### src/design/upmt_pkg.sv
// Package for the unique pair map table: sizes, command and status codes,
// and the structs passed between the scan engine and the top level.
// No dependencies.
`timescale 1ns / 1ps

package upmt_pkg;

  // Table size and key width.
  localparam int ENTRIES  = 64;
  localparam int KEY_BITS = 16;

  // Fixed widths of the item fields.
  localparam int FIELD_W  = 16;
  localparam int CMD_W    = 2;
  localparam int STATUS_W = 2;
  localparam int OCNT_W   = 7;

  // Derived widths for addresses and the fill count.
  localparam int ADDR_W = (ENTRIES > 1) ? $clog2(ENTRIES) : 1;
  localparam int CNT_W  = $clog2(ENTRIES + 1);

  localparam logic [CNT_W-1:0] FULL_CNT = CNT_W'(ENTRIES);

  // Command codes.
  localparam logic [CMD_W-1:0] CMD_INSERT = 2'd0;
  localparam logic [CMD_W-1:0] CMD_FIND   = 2'd1;
  localparam logic [CMD_W-1:0] CMD_CLEAR  = 2'd2;

  // Insert status codes.
  localparam logic [STATUS_W-1:0] ST_OK        = 2'd0;
  localparam logic [STATUS_W-1:0] ST_DUP_LEFT  = 2'd1;
  localparam logic [STATUS_W-1:0] ST_DUP_RIGHT = 2'd2;
  localparam logic [STATUS_W-1:0] ST_FULL      = 2'd3;

  typedef logic [KEY_BITS-1:0] key_t;

  // Result of one item, handed from the engine to the output register.
  typedef struct packed {
    logic [STATUS_W-1:0] status;
    logic                found;
    key_t                partner;
    logic [CNT_W-1:0]    count;
  } res_t;

  // Access to the two key memories.
  typedef struct packed {
    logic              rd_en;
    logic [ADDR_W-1:0] raddr;
    logic              wr_en;
    logic [ADDR_W-1:0] waddr;
    key_t              wleft;
    key_t              wright;
  } mem_req_t;

endpackage

### src/design/upmt_ram.sv
// Generic single-clock RAM: one write port and one read port with
// registered read data. No dependencies.
`timescale 1ns / 1ps

module upmt_ram #(
  parameter int WIDTH = 16,
  parameter int DEPTH = 64
) (
  input  logic                                   clk,
  input  logic                                   we,
  input  logic [((DEPTH > 1) ? $clog2(DEPTH) : 1)-1:0] waddr,
  input  logic [WIDTH-1:0]                       wdata,
  input  logic                                   re,
  input  logic [((DEPTH > 1) ? $clog2(DEPTH) : 1)-1:0] raddr,
  output logic [WIDTH-1:0]                       rdata
);

  logic [WIDTH-1:0] mem_r [DEPTH];
  logic [WIDTH-1:0] rdata_r;

  // Write port.
  always_ff @(posedge clk) begin
    if (we) begin
      mem_r[waddr] <= wdata;
    end
  end

  // Registered read port.
  always_ff @(posedge clk) begin
    if (re) begin
      rdata_r <= mem_r[raddr];
    end
  end

  assign rdata = rdata_r;

endmodule

### src/design/upmt_engine.sv
// Scan engine of the pair table: takes one item, walks the stored pairs
// one per cycle through the key memories and appends on a clean insert.
// Depends on upmt_pkg.
`timescale 1ns / 1ps

module upmt_engine (
  input  logic                            clk,
  input  logic                            rst_n,
  input  logic                            in_valid,
  output logic                            in_stall,
  input  logic [upmt_pkg::CMD_W-1:0]      in_cmd,
  input  logic                            in_side,
  input  logic [upmt_pkg::FIELD_W-1:0]    in_key_left,
  input  logic [upmt_pkg::FIELD_W-1:0]    in_key_right,
  input  logic [upmt_pkg::FIELD_W-1:0]    in_query_key,
  output upmt_pkg::mem_req_t              mem_req,
  input  upmt_pkg::key_t                  rd_left,
  input  upmt_pkg::key_t                  rd_right,
  output logic                            res_valid,
  output upmt_pkg::res_t                  res,
  input  logic                            res_take
);
  import upmt_pkg::*;

  typedef enum logic [2:0] {
    S_IDLE = 3'b001,
    S_SCAN = 3'b010,
    S_DONE = 3'b100
  } state_t;

  state_t              state_r, state_nxt;
  logic [CNT_W-1:0]    count_r, count_nxt;
  logic [CNT_W-1:0]    idx_r, idx_nxt;
  logic                pend_r, pend_nxt;
  logic [CMD_W-1:0]    cmd_r;
  logic                side_r;
  key_t                kl_r, kr_r, qk_r;
  res_t                res_r, res_nxt;

  logic                accept;
  logic                issue;
  logic                hit_left, hit_right, hit_find;
  logic                scan_end;

  assign accept = in_valid && (state_r == S_IDLE);
  assign in_stall = (state_r != S_IDLE);

  // Compare the entry whose read data arrives this cycle.
  assign hit_left  = pend_r && (rd_left == kl_r);
  assign hit_right = pend_r && (rd_right == kr_r);
  assign hit_find  = pend_r && ((side_r ? rd_right : rd_left) == qk_r);

  // Next read while entries remain below the fill count.
  assign issue = (state_r == S_SCAN) && (idx_r < count_r);

  // All entries checked without a hit, or the table was empty.
  assign scan_end = (idx_r == count_r) && !pend_r;

  // Latch the item fields at acceptance; keys keep their low KEY_BITS bits.
  always_ff @(posedge clk) begin
    if (accept) begin
      cmd_r  <= in_cmd;
      side_r <= in_side;
      kl_r   <= in_key_left[KEY_BITS-1:0];
      kr_r   <= in_key_right[KEY_BITS-1:0];
      qk_r   <= in_query_key[KEY_BITS-1:0];
    end
  end

  // Sequencer: accept, scan, hold the result until the output side takes it.
  always_comb begin
    state_nxt = state_r;
    count_nxt = count_r;
    idx_nxt   = idx_r;
    pend_nxt  = 1'b0;
    res_nxt   = res_r;
    mem_req   = '0;
    mem_req.raddr  = idx_r[ADDR_W-1:0];
    mem_req.waddr  = count_r[ADDR_W-1:0];
    mem_req.wleft  = kl_r;
    mem_req.wright = kr_r;

    unique case (state_r)
      S_IDLE: begin
        if (accept) begin
          idx_nxt = '0;
          res_nxt = '0;
          if (in_cmd == CMD_INSERT || in_cmd == CMD_FIND) begin
            state_nxt = S_SCAN;
          end else begin
            if (in_cmd == CMD_CLEAR) begin
              count_nxt = '0;
            end
            res_nxt.count = count_nxt;
            state_nxt = S_DONE;
          end
        end
      end

      S_SCAN: begin
        mem_req.rd_en = issue;
        pend_nxt      = issue;
        if (issue) begin
          idx_nxt = idx_r + 1'b1;
        end
        res_nxt.count = count_r;
        if (cmd_r == CMD_INSERT) begin
          priority if (hit_left) begin
            res_nxt.status = ST_DUP_LEFT;
            pend_nxt = 1'b0;
            state_nxt = S_DONE;
          end else if (hit_right) begin
            res_nxt.status = ST_DUP_RIGHT;
            pend_nxt = 1'b0;
            state_nxt = S_DONE;
          end else if (scan_end || (pend_r && idx_r == count_r)) begin
            pend_nxt = 1'b0;
            state_nxt = S_DONE;
            if (count_r == FULL_CNT) begin
              res_nxt.status = ST_FULL;
            end else begin
              // Append the new pair at the end of the table.
              mem_req.wr_en  = 1'b1;
              count_nxt      = count_r + 1'b1;
              res_nxt.status = ST_OK;
              res_nxt.count  = count_nxt;
            end
          end else begin
            res_nxt.status = ST_OK;
          end
        end else begin
          priority if (hit_find) begin
            res_nxt.found   = 1'b1;
            res_nxt.partner = side_r ? rd_left : rd_right;
            pend_nxt  = 1'b0;
            state_nxt = S_DONE;
          end else if (scan_end || (pend_r && idx_r == count_r)) begin
            pend_nxt  = 1'b0;
            state_nxt = S_DONE;
          end else begin
            res_nxt.found = 1'b0;
          end
        end
      end

      S_DONE: begin
        if (res_take) begin
          state_nxt = S_IDLE;
        end
      end

      default: begin
        state_nxt = S_IDLE;
      end
    endcase
  end

  // Control registers.
  always_ff @(posedge clk) begin
    if (!rst_n) begin
      state_r <= S_IDLE;
      count_r <= '0;
      idx_r   <= '0;
      pend_r  <= 1'b0;
    end else begin
      state_r <= state_nxt;
      count_r <= count_nxt;
      idx_r   <= idx_nxt;
      pend_r  <= pend_nxt;
    end
  end

  // Result payload.
  always_ff @(posedge clk) begin
    res_r <= res_nxt;
  end

  assign res_valid = (state_r == S_DONE);
  assign res       = res_r;

endmodule

### src/design/unique_pair_map_table.sv
// Top level of the unique pair map table: key memories, scan engine and
// the output register. Depends on upmt_pkg, upmt_ram and upmt_engine.
//
//   channel  direction  handshake          payload
//   in_      input      in_valid/in_stall  cmd, side, key_left, key_right, query_key
//   out_     output     out_valid/out_stall status, found, partner, entry_count
//
// An insert or find reads the stored pairs through the read port of the key
// memories, one entry per cycle, and no new item is taken until its result moves
// to the output register; a hit ends the scan early. Clear and the unused command
// do not scan. Reset empties the table; memory contents are never cleared, since
// only entries below the fill count are read. While a result waits in the output
// register the next item is still taken.
`timescale 1ns / 1ps

module unique_pair_map_table (
  input  logic                              clk,
  input  logic                              rst_n,
  input  logic                              in_valid,
  output logic                              in_stall,
  input  logic [upmt_pkg::CMD_W-1:0]        in_cmd,
  input  logic                              in_side,
  input  logic [upmt_pkg::FIELD_W-1:0]      in_key_left,
  input  logic [upmt_pkg::FIELD_W-1:0]      in_key_right,
  input  logic [upmt_pkg::FIELD_W-1:0]      in_query_key,
  output logic                              out_valid,
  input  logic                              out_stall,
  output logic [upmt_pkg::STATUS_W-1:0]     out_status,
  output logic                              out_found,
  output logic [upmt_pkg::FIELD_W-1:0]      out_partner,
  output logic [upmt_pkg::OCNT_W-1:0]       out_entry_count
);
  import upmt_pkg::*;

  mem_req_t mem_req;
  key_t     rd_left, rd_right;
  logic     res_valid, res_take;
  res_t     res;
  logic     out_valid_r;
  res_t     out_r;

  // Left and right key memories.
  upmt_ram #(.WIDTH(KEY_BITS), .DEPTH(ENTRIES)) u_left_ram (
    .clk   (clk),
    .we    (mem_req.wr_en),
    .waddr (mem_req.waddr),
    .wdata (mem_req.wleft),
    .re    (mem_req.rd_en),
    .raddr (mem_req.raddr),
    .rdata (rd_left)
  );

  upmt_ram #(.WIDTH(KEY_BITS), .DEPTH(ENTRIES)) u_right_ram (
    .clk   (clk),
    .we    (mem_req.wr_en),
    .waddr (mem_req.waddr),
    .wdata (mem_req.wright),
    .re    (mem_req.rd_en),
    .raddr (mem_req.raddr),
    .rdata (rd_right)
  );

  upmt_engine u_engine (
    .clk          (clk),
    .rst_n        (rst_n),
    .in_valid     (in_valid),
    .in_stall     (in_stall),
    .in_cmd       (in_cmd),
    .in_side      (in_side),
    .in_key_left  (in_key_left),
    .in_key_right (in_key_right),
    .in_query_key (in_query_key),
    .mem_req      (mem_req),
    .rd_left      (rd_left),
    .rd_right     (rd_right),
    .res_valid    (res_valid),
    .res          (res),
    .res_take     (res_take)
  );

  // The output register loads when it is empty or being emptied.
  assign res_take = res_valid && (!out_valid_r || !out_stall);

  always_ff @(posedge clk) begin
    if (!rst_n) begin
      out_valid_r <= 1'b0;
    end else if (res_take) begin
      out_valid_r <= 1'b1;
    end else if (!out_stall) begin
      out_valid_r <= 1'b0;
    end
  end

  always_ff @(posedge clk) begin
    if (res_take) begin
      out_r <= res;
    end
  end

  assign out_valid       = out_valid_r;
  assign out_status      = out_r.status;
  assign out_found       = out_r.found;
  assign out_partner     = FIELD_W'(out_r.partner);
  assign out_entry_count = OCNT_W'(out_r.count);

endmodule

### config.mk
export PLATFORM = sky130hd
export DESIGN_NAME = unique_pair_map_table
export DESIGN_NICKNAME = d
export VERILOG_FILES = /design/src/design/upmt_pkg.sv /design/src/design/upmt_ram.sv /design/src/design/upmt_engine.sv /design/src/design/unique_pair_map_table.sv
export SDC_FILE = /design/constraint.sdc
export NUM_CORES = 2
export LEC_CHECK = 0
export BUFFER_PORTS_ARGS = -buffer_cell sky130_fd_sc_hd__buf_2
export CORE_MARGIN = 2
export CORE_UTILIZATION = 55
export CTS_BUF_LIST = sky130_fd_sc_hd__clkbuf_4
export CTS_CLUSTER_DIAMETER = 50
export CTS_CLUSTER_SIZE = 28
export DETAILED_ROUTE_END_ITERATION = 10
export GPL_TIMING_DRIVEN = 0
export PLACE_DENSITY = 0.81
export SLEW_MARGIN = 20
export SYNTH_ARGS = -nofsm -noshare
export SYNTH_HDL_FRONTEND = slang
export SYNTH_SLANG_ARGS = --single-unit
### constraint.sdc
create_clock -name clk -period 7.87 [get_ports clk]
set_input_delay 0.787 -clock clk [delete_from_list [all_inputs] [get_ports clk]]
set_output_delay 0.787 -clock clk [all_outputs]
set_load 0.1 [all_outputs]
* After elaboration in Yosys (flattened, before gate mapping)
Memories as Yosys holds them, arrays and structs flattened. A register that Yosys moved wholly into a read port is not among the register bits. Index checks and enable logic that the tools add are counted.
Cells by class: magnitude comparators 1, eq/ne operators 20, add/subtract/negate cells 2, muxes and demuxes 51, reductions and logical operators 25
Operators with widths (count):
- 7-bit two-way mux | 11
- 26-bit case mux with 2 select lines | 1
- 16-bit == test | 3
- 16-bit two-way mux | 3
- 7-bit case mux with 2 select lines | 2
- 26-bit two-way mux | 1
- 3-bit two-way mux | 8
- 1-bit two-way mux | 18
- 17-bit two-way mux | 1
- 7-bit by 1-bit adder with 7-bit output, second input constant | 2
- 2-bit two-way mux | 5
- 2-bit by 1-bit != test with 1-bit output, second input constant | 5
- 3-bit case mux with 3 select lines | 1
- 3-bit AND reduction | 3
- 1-bit logical AND | 8
- 4-bit AND reduction | 2
- 7-bit == test | 1
- 7-bit == test, second input constant | 1
- 7-bit less-than comparator | 1
- 2-bit != test, second input constant | 3
- 2-bit AND reduction | 3
- 2-bit zero test | 2
- 3-bit by 1-bit == test with 1-bit output, second input constant | 1
- 3-bit by 2-bit == test with 1-bit output, second input constant | 1
- other kinds (8) | 12
Storage, ports and cells: input bits 55, memories 2, register bits 122, RAM bits 2048
Memory list:
- u_left_ram.mem_r | words 64, width 16, read ports 1, clocked after Yosys merged registers in 1, wr ports 1, line upmt_ram.sv:18 | logic [WIDTH-1:0] mem_r [DEPTH];
- u_right_ram.mem_r | words 64, width 16, read ports 1, clocked after Yosys merged registers in 1, wr ports 1, line upmt_ram.sv:18

* Logic depth before layout (Yosys ltp)
depth in word-level cells 10, depth in mapped cells 13, depth with buffers taken out 9

* Modules after synthesis
Synthesis repeated with hierarchy kept, for this count alone.
Unflattened totals: cell total of the unflattened synthesis 4091, area total of the unflattened synthesis 85993.7 µm²
By module, submodules not included:
- upmt_ram | seq. area each 31230.0 µm², cells each 1829, instances 2, area an instance 40202.3 µm²
- upmt_engine | seq. area each 2672.6 µm², cells each 403, instances 1, area an instance 4769.6 µm²
- unique_pair_map_table | seq. area each 800.8 µm², cells each 30, instances 1, area an instance 819.5 µm²

* Worst setup path before layout
Ideal clock, no wire load.
path kind register to register, start point register u_engine.count_r[4], end point register u_engine.pend_r, clock period less this slack 5.168 ns, data arrival time 5.091 ns, buffers on the path 1, slack 2.702 ns, data required time 7.792 ns, cell stages (with the launch flop) 9, library setup time 0.078 ns, cell sequence dfxtp_1 > clkbuf_1 > inv_1 > ha_1 > a21o_1 > a21oi_1 > nor2b_1 > nor4_1 > and4_1
On the way: longest elaborated chain between the ends 7, elaborated cells between the ends (all ways) 11, classes of those cells order compare: 1; eq/ne: 1; mux: 5; reduce/logical: 4
RTL lines:
- start: declaration | line upmt_engine.sv:32 | logic [CNT_W-1:0] count_r, count_nxt;
- start signal: assignment | line upmt_engine.sv:167 | count_r <= count_nxt;
- parallel branches: the longest is 3 deep, another holds 7-bit less-than comparator
- 1-bit two-way mux (*) | line upmt_engine.sv:116, upmt_engine.sv:137
- 1-bit two-way mux | line upmt_engine.sv:112 | end else if (hit_right) begin
- 1-bit two-way mux | line upmt_engine.sv:108 | priority if (hit_left) begin
- 1-bit two-way mux (*) | line upmt_engine.sv:107 | if (cmd_r == CMD_INSERT) begin
- end signal: assignment | line upmt_engine.sv:169 | pend_r <= pend_nxt;
- end: declaration | line upmt_engine.sv:34 | logic pend_r, pend_nxt;
Mark *: on every way between the ends. A chain may end at the register's enable or synchronous reset.

* Final worst setup path
start point register u_engine.idx_r[0], end point memory u_right_ram.mem_r[41][10], enable pin
On the way: longest elaborated chain between the ends 10, elaborated cells between the ends (all ways) 11, classes of those cells eq/ne: 1; mux: 7; reduce/logical: 3
RTL lines:
- start: declaration | line upmt_engine.sv:33 | logic [CNT_W-1:0] idx_r, idx_nxt;
- start signal: assignment | line upmt_engine.sv:168 | idx_r <= idx_nxt;
- 7-bit == test (*) | line upmt_engine.sv:57, upmt_engine.sv:116
- 1-bit logical AND (on tied branches) | line upmt_engine.sv:57, upmt_engine.sv:116
- 1-bit logical OR (*) | line upmt_engine.sv:116 | end else if (scan_end || (pend_r && idx_r == count_r)) begin
- 1-bit two-way mux (*) | line upmt_engine.sv:116
- 1-bit two-way mux (*) | line upmt_engine.sv:112
- 1-bit two-way mux (*) | line upmt_engine.sv:108
- 1-bit two-way mux (*) | line upmt_engine.sv:107
- 1-bit two-way mux (*) | line upmt_engine.sv:83 | unique case (state_r)
- 1-bit two-way mux (*) | line upmt_ram.sv:23 | if (we) begin
- 1-bit two-way mux (not written as such) (*) | line upmt_ram.sv:24 | mem_r[waddr] <= wdata;
- end: declaration | line upmt_ram.sv:18
Mark *: on every way between the ends. The rest lies on a longest branch, timed or not.

==> metrics.md <==
| Metric | Value |
|---|---|
| WL/cell | 36.6 um |
| Min-Delay Path Class | primary input to register |
| Largest net degree at the start of global routing | 36 |
| Ys Warns | 0 |
| FF/Latch Area | 65900 um2 |
| Commonest non-fill, non-tap cells in the layout | edfxtp_1 (2183), mux4_2 (672), clkbuf_4 (154) |
| Die W | 395 um |
| DR pass1 iterations | 8 |
| Worst-Margin Slew | 1.22 ns |
| Top-area cell type share of the netlist area | 77.8% |
| Count of input and output buffers | 81 |
| Chip height | 395 um |
| Layout Skew | 0.142 ns |
| Leading post-synthesis cells by cell area | edfxtp_1 (78%), mux4_2 (18%), nor2_1 (0.48%) |
| RSZ-0062 raised after global routing | no |
| Syn nets | 3505 |
| CP endpoint kind | register |
| Dominant synthesized flop cell | edfxtp_1 |
| Power Internal | 14.8 mW |
| Peak supply drop | 0.205 mV |
| Clock Power Share | 28.8% |
| H-tree depth | 4 |
| Synth Register Bits | 2202 |
| Synth Area per Inst | 24.5 um2 |
| Clock sinks | 2202 |
| Layout cells sized above 1 | 32.8% |
| CTS max path bufs | 3 |
| Leak Pwr | 27.8 nW |
| Post-route clock period utilization | 74.4% |
| Critical Path RT | 8.83 ns |
| Hpwl dp | 154000 um |
| DRC | 0 |
| CTS tree | built |
| Synth cell types | 56 |
| Switch Pwr | 4.34 mW |
| Post-synth top area cell | edfxtp_1 |
| Area of the multi-input gates | 18000 um2 |
| Final Hold Fails | 0 |
| Initial Utilization | 55.4% |
| Die ar. | 156000 um2 |
| Core ar. | 152000 um2 |
| Synth Instances | 3440 |
| Power per cell area | 204 nW/um2 |
| # hold bufs at CTS | 55 |
| Antenna violations before repair | 19 |
| I/O Pins | 83 |
| Clock buffer count from CTS | 143 |
| # Max-Cap Violations | 0 |
| Seq pwr share | 68.4% |
| Commonest non-fill, non-tap cell in the layout | edfxtp_1 |
| Worst EP arrival | 6.81 ns |
| Combinational share of power | 2.9% |
| Final Total Pwr | 19.2 mW |
| # fillers | 9710 |
| Seq/Total Area, Yosys | 78.3% |
| Global route overflow | 0 |
| Maximum clock rate | 0.171 GHz |
| Final net count | 3954 |
| Postcts setup bufs | 0 |
| Post-route ant nets | 0 |
| FFs w/ async S/R, synth | 0% |
| GRT Util Overall | 28.6% |
| Synth Cell Area | 84200 um2 |
| Skew-Pair Late Insertion Delay | 1.31 ns |
| Worst Setup Start Kind | register |
| DR iter-0 viols | 6881 |
| Rel. slew slack | 18.6% |
| Status | finished clean |
| Via count | 41200 |
| Clk pin slew, worst setup/hold paths | 0.23 ns |
| Switching Share | 22.6% |
| Routability cong. | 0.935 |
| Post-synth EDFFs | 2183 |
| Syn-to-layout area delta | 11.6% |
| Tmin final | 5.85 ns |
| Resized cells post-CTS | 0 |
| Vias in the first global route | 40900 |
| CTS root buf | clkbuf_4 |
| Max Fanout on Critical Path | 17 |
| Final core utilization | 61.8% |
| First-pass GRT wire length | 309000 um |
| Site row count | 143 |
| Final WL | 221000 um |
| Final setup TNS | 0 ns |
| Final Setup Violations | 0 |
| Pins over their slew limit | 0 |
| Detail-routed via count per cell | 6.80 |
| Worst Setup Path Type | register to register |
## final timing paths
kind	cells after the start	end	slack (ns)	start
worst max-delay path	14	u_right_ram.mem_r[41][10]$_DFFE_PP_	2.02	u_engine.idx_r[0]$_SDFFE_PN0P_
worst min register to register	0	out_partner[4]$_DFFE_PP_	0.32	u_engine.res[11]$_SDFFCE_PN0P_
worst min-delay path	2	u_engine.kl_r[4]$_DFFE_PP_	0.17	in_key_left[4]
worst max register to register	14	u_right_ram.mem_r[41][10]$_DFFE_PP_	2.02	u_engine.idx_r[0]$_SDFFE_PN0P_
## through the flow
step                      instances  setup slack [ns]  hold slack (ns)  cell area [um2]
after global routing           6049              1.87           0.0979            94000
after floorplan                3440              2.70            0.400            84200
after detailed placement       5718              2.22            0.405            90800
after global placement         5551             0.125            0.405            87200
final                          6058              2.02            0.168            94000
after CTS                      6041              2.21           0.0677            94000
## power groups by stage
stage	Clock, mW	Sequential (mW)	Combinational [mW]
finish	5.51	13.1	0.550
global route	5.92	13.1	0.570
CTS	5.54	13.1	0.536
detailed placement	0	13.4	0.514
global placement	0	13.6	0.153
floorplan	0	13.4	0.0829
## synthesized netlist by cell type (3+ instances only)
cell and number:
edfxtp_1 2183, mux4_2 672, nor2_1 107, clkbuf_1 101, xnor2_1 38, buf_2 36, mux2i_1 32, buf_1 25
nand2_1 25, nand4_1 21, dfxtp_1 19, nand3_1 18, inv_1 17, xor2_1 15, a21oi_1 13, ha_1 10
o21ai_0 10, nor4_1 8, o21ai_1 8, nor3_1 7, or3_1 7, buf_4 6, a31oi_1 5, and2_1 4
and3_1 4, buf_6 4, nor2b_1 4, and4_1 3, nand2b_1 3, or2_1 3
## critical path: stages (launching register included)
cell and delay [ns]:
dfxtp_1 0.39, buf_4 0.24, buf_6 0.26, buf_2 0.39
inv_1 0.15, ha_1 0.30, nand3_1 0.06, or2_1 0.22
clkbuf_1 0.32, nor3_2 0.57, and2_1 0.22, buf_2 0.24
nand4_1 0.85, nor2_4 1.06, buf_16 0.25
## final cells by class
type | count | area share, %
multi-input combinational | 1048 | 19.1
inverter | 18 | 0.0745
tap | 2030 | 2.70
clock buffer | 154 | 1.23
buffer | 172 | 0.804
antenna | 16 | 0.0426
sequential | 2202 | 70.1
clock inverter | 114 | 1.54
timing repair buffer | 304 | 4.35
## per-layer routing
layer / up-vias / part of all wire [%] / track usage (%)
met4: 10 / 5.1 / 12.2
li1: 15800 / - / -
met5: - / 0.030 / 0
met1: 21600 / 33 / 37.8
met2: 3276 / 48 / 45.1
met3: 534 / 14 / 7.91
## registers in the layout (all words and copies together), names as in the netlist, 2 cells and up
register	count
u_engine.qk_r	16
u_left_ram.rdata	16
u_engine.state_r	3
out_partner	16
u_engine.kr_r	16
u_engine.cmd_r	2
u_right_ram.mem_r	1024
u_left_ram.mem_r	1024
u_right_ram.rdata	16
u_engine.count_r	7
u_engine.idx_r	7
u_engine.kl_r	16
out_status	2
out_entry_count	7
u_engine.res	26
## logic make-up (layout without fill, tap and decap cells)
group	count (synthesis)	after routing	synth area share (%)
compound gates	58	58	0.450
xor+xnor	53	53	0.551
fa+ha+maj	10	10	0.149
buf+inv	190	762	0.963
flops	2202	2202	78.3
mux	704	704	18.3
other cells	0	16	0
simple gates	223	223	1.27
(Power assumes the default switching activity.)
